`config.mk`:
```
export PLATFORM = sky130hd
export DESIGN_NAME = idft_div_cell
export DESIGN_NICKNAME = d
export VERILOG_FILES = /design/src/sv/idft_pkg.sv /design/src/sv/idft_div_cell.sv
export SDC_FILE = /design/constraint.sdc
export NUM_CORES = 1
export LEC_CHECK = 0
export BUFFER_PORTS_ARGS = -buffer_cell sky130_fd_sc_hd__buf_2
export CORE_MARGIN = 5
export CORE_UTILIZATION = 35
export CTS_CLUSTER_DIAMETER = 200
export DETAILED_ROUTE_END_ITERATION = 10
export GPL_TIMING_DRIVEN = 0
export PLACE_DENSITY = 0.68
export SLEW_MARGIN = 40
export SYNTH_ARGS = -nofsm -noshare
export SYNTH_HDL_FRONTEND = slang
export SYNTH_SLANG_ARGS = --single-unit
```
`constraint.sdc`:
```
create_clock -name clk_i -period 0.86 [get_ports clk_i]
set_input_delay 0.086 -clock clk_i [delete_from_list [all_inputs] [get_ports clk_i]]
set_output_delay 0.086 -clock clk_i [all_outputs]
set_load 0.01 [all_outputs]
```
`src/sv/idft_pkg.sv`:
```
// Shared types and constants of the inverse 2D DFT accumulator.
package idft_pkg;

  localparam int KIND_W    = 2;
  localparam int FREQ_W    = 7;
  localparam int COEF_W    = 16;
  localparam int PIX_W     = 6;
  localparam int OUT_W     = 24;
  localparam int CFG_W     = 7;
  localparam int CFG_IDX_W = 1;
  localparam int ACC_W     = 40;
  localparam int PHASE_W   = 16;
  localparam int SIN_W     = 16;
  localparam int CT_W      = 18;

  typedef enum logic [KIND_W-1:0] {
    KIND_CLEAR = 2'd0,
    KIND_COEF  = 2'd1,
    KIND_READ  = 2'd2
  } kind_e;

  localparam logic [CFG_IDX_W-1:0] REG_IMAGE_ROWS = 1'b0;
  localparam logic [CFG_IDX_W-1:0] REG_IMAGE_COLS = 1'b1;
  localparam logic [CFG_W-1:0]     DIM_RESET      = 7'd64;

  // largest |frequency| a 7-bit signed field can hold
  localparam logic [FREQ_W-1:0] FREQ_MAG_MAX = 7'd64;

  localparam logic [ACC_W-1:0] OUT_POS_MAX = 40'd8388607;
  localparam logic [ACC_W-1:0] OUT_NEG_MAX = 40'd8388608;

endpackage

```
`src/sv/idft_div_cell.sv`:
```
// One cell of the phase divider chain: one quotient bit per cell.
module idft_div_cell #(
  parameter int DW = 13,
  parameter int AW = 12
) (
  input  logic                        clk_i,
  input  logic                        rst_ni,
  input  logic [DW-1:0]               den_i,
  input  logic                        valid_i,
  input  logic [AW-1:0]               addr_i,
  input  logic [DW-1:0]               rem_i,
  input  logic [idft_pkg::PHASE_W-1:0] quo_i,
  output logic                        valid_o,
  output logic [AW-1:0]               addr_o,
  output logic [DW-1:0]               rem_o,
  output logic [idft_pkg::PHASE_W-1:0] quo_o
);
  import idft_pkg::*;

  logic [DW:0]          rem2;
  logic                 ge;
  logic                 valid_q;
  logic [AW-1:0]        addr_q;
  logic [DW-1:0]        rem_q;
  logic [PHASE_W-1:0]   quo_q;

  assign rem2 = {rem_i, 1'b0};
  assign ge   = rem2 >= {1'b0, den_i};

  always_ff @(posedge clk_i or negedge rst_ni) begin
    if (!rst_ni) begin
      valid_q <= 1'b0;
    end else begin
      valid_q <= valid_i;
    end
  end

  always_ff @(posedge clk_i) begin
    addr_q <= addr_i;
    rem_q  <= ge ? DW'(rem2 - {1'b0, den_i}) : DW'(rem2);
    quo_q  <= {quo_i[PHASE_W-2:0], ge};
  end

  assign valid_o = valid_q;
  assign addr_o  = addr_q;
  assign rem_o   = rem_q;
  assign quo_o   = quo_q;
endmodule

```
==> results of run 1 <==
[stage by stage]
stage                     instance area [sq um]  hold WS [ns]
after floorplan                            1750        -0.210
after global placement                     2320        -0.139
after detailed placement                   2320        -0.138
after CTS                                  2860        0.0314
after global routing                       2900        0.0486
final                                      2900        0.0436
[cell usage in the layout, fill, tap and decap left out, drive strengths merged, types with 6 or more instances in the layout]
cell type / n
buf: 108
dfxtp: 41
dlygate4sd3: 29
inv: 13
ha: 13
mux2: 12
a21oi: 10
nand2: 7
nand3: 6
clkbuf: 6
[registers in the layout, summed over array words and instances, names as in the netlist]
signal / cells
rem_o: 13
valid_o: 1
addr_o: 12
quo_o: 16
[cell families after synthesis]
family | after synthesis | synth area share, %
muxes | 15 | 11.6
adders and majority gates | 14 | 10.6
and+or+nand+nor | 23 | 7.28
buffers and inverters | 17 | 4.15
DFF | 42 | 49.2
AOI/OAI and AO/OA | 31 | 12.1
xor gates and xnor gates | 10 | 5.09
[synth_stat cells (all sizes together)]
cell type,number,area [sq um]
a211o,1,10.0
a211oi,1,7.51
a21o,5,37.5
a21oi,10,50.1
a221oi,2,23.8
a311oi,1,8.76
a31oi,3,18.8
and3,2,12.5
buf,1,11.3
clkbuf,3,11.3
dfrtp,1,25.0
dfxtp,41,821
fa,1,20.0
ha,13,163
inv,13,48.8
mux2,12,169
mux2i,3,30.0
nand2,7,26.3
nand2b,1,6.26
nand3,6,42.5
nand3b,1,7.51
nand4,1,6.26
nor2,3,11.3
nor2b,2,12.5
o2111ai,1,8.76
o21a,2,15.0
o21ai,4,20.0
o31ai,1,7.51
xnor2,5,43.8
xor2,5,43.8
[power by group through the flow]
stage	registers, mW	logic, mW	clock network (mW)
detailed placement	2.23	1.20	0
finish	2.19	1.47	1.52
floorplan	2.35	0.644	0
global route	2.21	1.60	1.63
global placement	2.23	1.18	0
CTS	2.19	1.44	1.55
[worst paths after layout]
check / start / end / slack [ns] / cells after the start
worst max-delay path: den_i[1] / rem_o[8] / -0.79 / 9
worst min-delay path: rem_i[10] / rem_o[11] / 0.04 / 2
max in group asynchronous: rst_ni / valid_o / 0.63 / 2
min in group asynchronous: rst_ni / valid_o / 0.14 / 2
[metal layers]
metal / vias up / wire length (um) / track usage, %
li1: 805 / - / -
met1: 731 / 2120 / 17.6
met2: 68 / 2760 / 31.6
met3: 4 / 493 / 4.71
met4: 0 / 53 / 5.24
met5: - / 0 / 0
[final cells by class]
class	count	area, sq um	share of cell area (%)
plain buffers	1	20.0	0.691
inverters	13	51.3	1.77
repair buffers	136	887	30.6
clock inverters	2	37.5	1.30
well taps	67	83.8	2.89
multi-input cells	93	897	31.0
flip-flops and latches	42	848	29.3
clock buffers	6	72.6	2.50
[timing repair]
item / in CTS / in global routing
resized for setup: 15 / 6
buffers inserted: 7 / 2
pin swaps: 5 / 2
endpoints found under the hold margin: 29 / 0
hold buffers: 29 / 0
setup endpoints to repair: 15 / 17
cloned: 1 / 0
==> reports/qor.yml, run 1 <==
run_status:
  status: "finished, violations left"
  violations: "setup timing"
setup_path:
  cp.required_ns: 1.04
  cp_top_family: "compound AO/OA/AOI/OAI gates"
  critPathKind: "primary input to flop"
  worst_setup_path_end_kind: "flop"
  timing.critical_path.buf_inv: 3
  cp_cell_sequence: "buf_8 > inv_4 > fa_2 > a21o_1 > a221oi_4 > a211o_2 > nand3_4 > buf_12 > mux2_4"
  crit_path_top_delay_cell: "fa_2"
  cpPeakStageDelay_ns: 0.37
  critPathArrivalTime_ns: 1.83
  crit_path_max_fanout: 5
  start_kind: "primary input"
floorplanning:
  io_pins: 99
  start_util_pct: 36.2
  fp.coreArea_sq_um: 4750
  die_h_um: 80.1
  die_width_um: 80.1
  fp-row-count: 25
  dieArea_sq_um: 6410
sta:
  fmax_ghz: 0.605
  rsz0062_at_grt: "yes"
  fin_crit_ns: 1.65
  setup-tns-final_ns: -10.08
  setup_slack_ns: -0.793
  slew_violations: 0
  hold_violations: 0
  finalCritPeriodShare_pct: 192
  worstMarginPinSlew_ns: 0.296
  setup_violations: 15
  slew_headroom_pct: 80.1
cells_and_area:
  drive_gt1_share_pct: 50.2
  final_nets: 363
  nFillCells: 388
  areaGrowthSynthToFinish_pct: 68.6
  fin_cells: 360
  fin_util_pct: 60.9
  antenna_cells: 0
synth:
  yosysWarnings: 0
  synth_cells: 152
  synth_seq_cells: 42
  ys_types: 33
  syn-cell-area_sq_um: 1720
  yosysSeqAreaShare_pct: 49.2
  syn_nets: 223
  synth.avg_cell_area_sq_um: 11.3
power:
  leakage_nw: 1.43
  p_int_mw: 3.83
  p_comb_share_pct: 28.3
  switching_share_pct: 26.1
  switchingPower_mw: 1.35
  clock_power_share_pct: 29.3
  ir_worst_vdd_mv: 0.774
  power.share.sequential_pct: 42.4
  p_total_mw: 5.18
  power.density_nw_per_um2: 1790
grt:
  grtUsageTotal_pct: 16.7
  antenna_found_initial: 0
  grt_max_degree: 14
  gr-total-overflow: 0
  first_global_vias: 1658
  grt_pass1_wl_mm: 8.31
clock_network:
  cts-root-buf: "clkbuf_8"
  clockBufferDepth: 2
  cts_inserted_buffers: 5
  htreeDepth: 2
  cts.sinks: 42
  path_clk_slew_ns: 0.08
  cts_tree: "done"
placed_design:
  dp.final_hpwl_mm: 3.47
  place_ws_ns: -1.33
  gp_congestion: 0.808
  placed_cells: 316
  io_buffers: 97
detailed_routing:
  wl_per_cell_um: 15.1
  drtPass1Iterations: 4
  via_count: 1608
  first_iter_violations: 59
  via_per_inst: 4.47
  antenna_left: 0
  drc: 0
  wirelength_mm: 5.43
min_path:
  hold_path.class: "primary input to flop"
flow_run:
  cap_violations: 0
Note: power is estimated with default switching activity, not from simulation.
==> inputs of run 2 (changes only) <==
--- a/config.mk
+++ b/config.mk
@@ -5,8 +5,9 @@
 export SDC_FILE = /design/constraint.sdc
 export NUM_CORES = 1
 export LEC_CHECK = 0
+export ABC_CLOCK_PERIOD_IN_PS = 860
 export BUFFER_PORTS_ARGS = -buffer_cell sky130_fd_sc_hd__buf_2
-export CORE_MARGIN = 5
+export CORE_MARGIN = 2
 export CORE_UTILIZATION = 35
 export CTS_CLUSTER_DIAMETER = 200
 export DETAILED_ROUTE_END_ITERATION = 10
==> run 2 against run 1 <==
  * Maximum frequency increased by 0.54%
  * Via count rose by 1.2%
  * Critical endpoint is now rem_o[10]
  * Worst setup slack better by 0.0088 ns
  * Largest power group unchanged
  * Combinational power hardly changed
  * Hold slack worse by 0.016 ns
  * The flow still finishes with violations (setup timing)
  * Non-clock buffer count rose by 5
  * Highest routed layer unchanged
  * Global-route usage is 0.47 points higher
  * Routed wire length shrank 11%
  * Sequential cell count stayed put
==> reports/qor.yml, run 2 (synthesis results as in run 1) <==
run_status:
  status: "finished, violations left"
  violations: "setup timing"
floorplanning:
  die_width_um: 74.1  # -7.5%
  io_pins: 99  # unchanged
  fp.coreArea_sq_um: 4720  # -0.66%
  fp-row-count: 25  # unchanged
  die_h_um: 74.1  # -7.5%
  start_util_pct: 36.4  # +0.24 points
  dieArea_sq_um: 5490  # -14%
grt:
  grtUsageTotal_pct: 17.2  # +0.47 points
  grt_pass1_wl_mm: 7.05  # -15%
  grt_max_degree: 14  # unchanged
  antenna_found_initial: 0  # unchanged
  gr-total-overflow: 0  # unchanged
  first_global_vias: 1573  # -5.1%
sta:
  slew_headroom_pct: 75.9  # -4.2 points
  slew_violations: 0  # unchanged
  rsz0062_at_grt: "yes"
  fin_crit_ns: 1.64  # -0.00881 ns
  finalCritPeriodShare_pct: 191  # -1.0 points
  setup_slack_ns: -0.784  # +0.00881 ns
  fmax_ghz: 0.608  # +0.54%
  hold_violations: 0  # unchanged
  worstMarginPinSlew_ns: 0.359  # +0.0626 ns
  setup_violations: 14  # -1
placed_design:
  placed_cells: 316  # unchanged
  place_area_sq_um: 2320  # unchanged
  io_buffers: 97  # unchanged
  dp.final_hpwl_mm: 3.01  # -13%
  gp_congestion: 0.757  # -6.4%
setup_path:
  crit_path_top_delay_cell: "fa_2"
  cp.required_ns: 1.04  # about the same
  worst_setup_path_end_kind: "flop"
  crit_path_max_fanout: 5  # unchanged
  startpoint: "den_i[1]"
  start_kind: "primary input"
  cpPeakStageDelay_ns: 0.37  # about the same
  cp_top_family: "compound AO/OA/AOI/OAI gates"
  cp_cell_sequence: "buf_6 > inv_4 > fa_2 > a21o_1 > a221oi_4 > a211o_2 > nand3_4 > buf_12 > mux2_4"
  critPathArrivalTime_ns: 1.82  # about the same
  critPathKind: "primary input to flop"
  timing.critical_path.buf_inv: 3  # unchanged
clock_network:
  cts.sinks: 42  # unchanged
  cts_tree: "done"
  cts-root-buf: "clkbuf_8"
  htreeDepth: 2  # unchanged
  clockBufferDepth: 2  # unchanged
  path_clk_slew_ns: 0.08  # about the same
  cts_inserted_buffers: 5  # unchanged
min_path:
  hold_start: "rem_i[0]"
  hold_path.class: "primary input to flop"
detailed_routing:
  first_iter_violations: 60  # +1.7%
  via_count: 1628  # +1.2%
  drtPass1Iterations: 3  # -1
  wirelength_mm: 4.82  # -11%
  antenna_left: 0  # unchanged
  via_per_inst: 4.46  # -0.14%
  drc: 0  # unchanged
  wl_per_cell_um: 13.2  # -12%
flow_run:
  cap_violations: 0  # unchanged
power:
  ir_worst_vdd_mv: 0.761  # -1.7%
  power.density_nw_per_um2: 1770  # -1.1%
  leakage_nw: 1.45  # +1.7%
cells_and_area:
  antenna_cells: 0  # unchanged
  fin_cells: 365  # +1.4%
  final_cell_mix: "buf_2, dfxtp_1, dlygate4sd3_1"
  final_area_sq_um: 2930  # +1.2%
  final_nets: 368  # +1.4%
  areaGrowthSynthToFinish_pct: 70.5
  final_common_cell: "buf_2"
  drive_gt1_share_pct: 52.0  # +1.8 points
  largest_reg_flops: 16  # unchanged
run 2: power breakdown:
part	switching, mW	internal [mW]	total, mW	leakage (nW)
Combinational	0.640	0.827	1.47	1.04
Sequential	0.0505	2.15	2.20	0.358
Clock	0.645	0.865	1.51	0.0514
run 2: final timing paths:
| check | end | slack (ns) | cells past startpoint |
|---|---|---|---|
| worst max-delay path | rem_o[10] | -0.78 | 9 |
| worst min-delay path | rem_o[1] | 0.03 | 2 |
| max in group asynchronous | valid_o | 0.66 | 2 |
| min in group asynchronous | valid_o | 0.11 | 2 |
run 2: repair_timing:
action / in CTS / in global routing
gates cloned: 1 / 0
setup buffers: 8 / 6
resized for setup: 18 / 6
pin swaps: 5 / 4
hold buffers: 29 / 0
endpoints found under the hold margin: 29 / 0
setup endpoints to repair: 16 / 19
run 2: metrics by stage:
stage	hold slack, ns	total power [mW]	util, %	TNS [ns]	setup slack (ns)
after floorplan	-0.210	2.99	-	-13.11	-1.03
after global placement	-0.139	3.40	49.1	-17.13	-1.32
after detailed placement	-0.138	3.42	49.1	-17.20	-1.33
after CTS	0.0190	5.20	61.0	-9.86	-0.770
after global routing	0.0269	5.44	62.1	-11.13	-0.852
final	0.0280	5.18	62.1	-10.19	-0.784
run 2: per-layer routing:
metal	GRT usage (%)	vias to the layer above	part of all wire [%]
met2	32.9	67	51
met4	7.88	0	1.5
met5	0	-	0
met3	3.39	6	7.5
met1	17.8	739	40
li1	-	816	-
run 2: layout make-up:
| cell class | count | area (sq um) |
|---|---|---|
| fill | 362 | 1790 |
| timing repair buffer | 141 | 925 |
| clock inverter | 2 | 37.5 |
| multi-input combinational | 93 | 890 |
| clock buffer | 6 | 72.6 |
| buffer | 1 | 20.0 |
| sequential | 42 | 852 |
| inverter | 13 | 51.3 |
| tap | 67 | 83.8 |
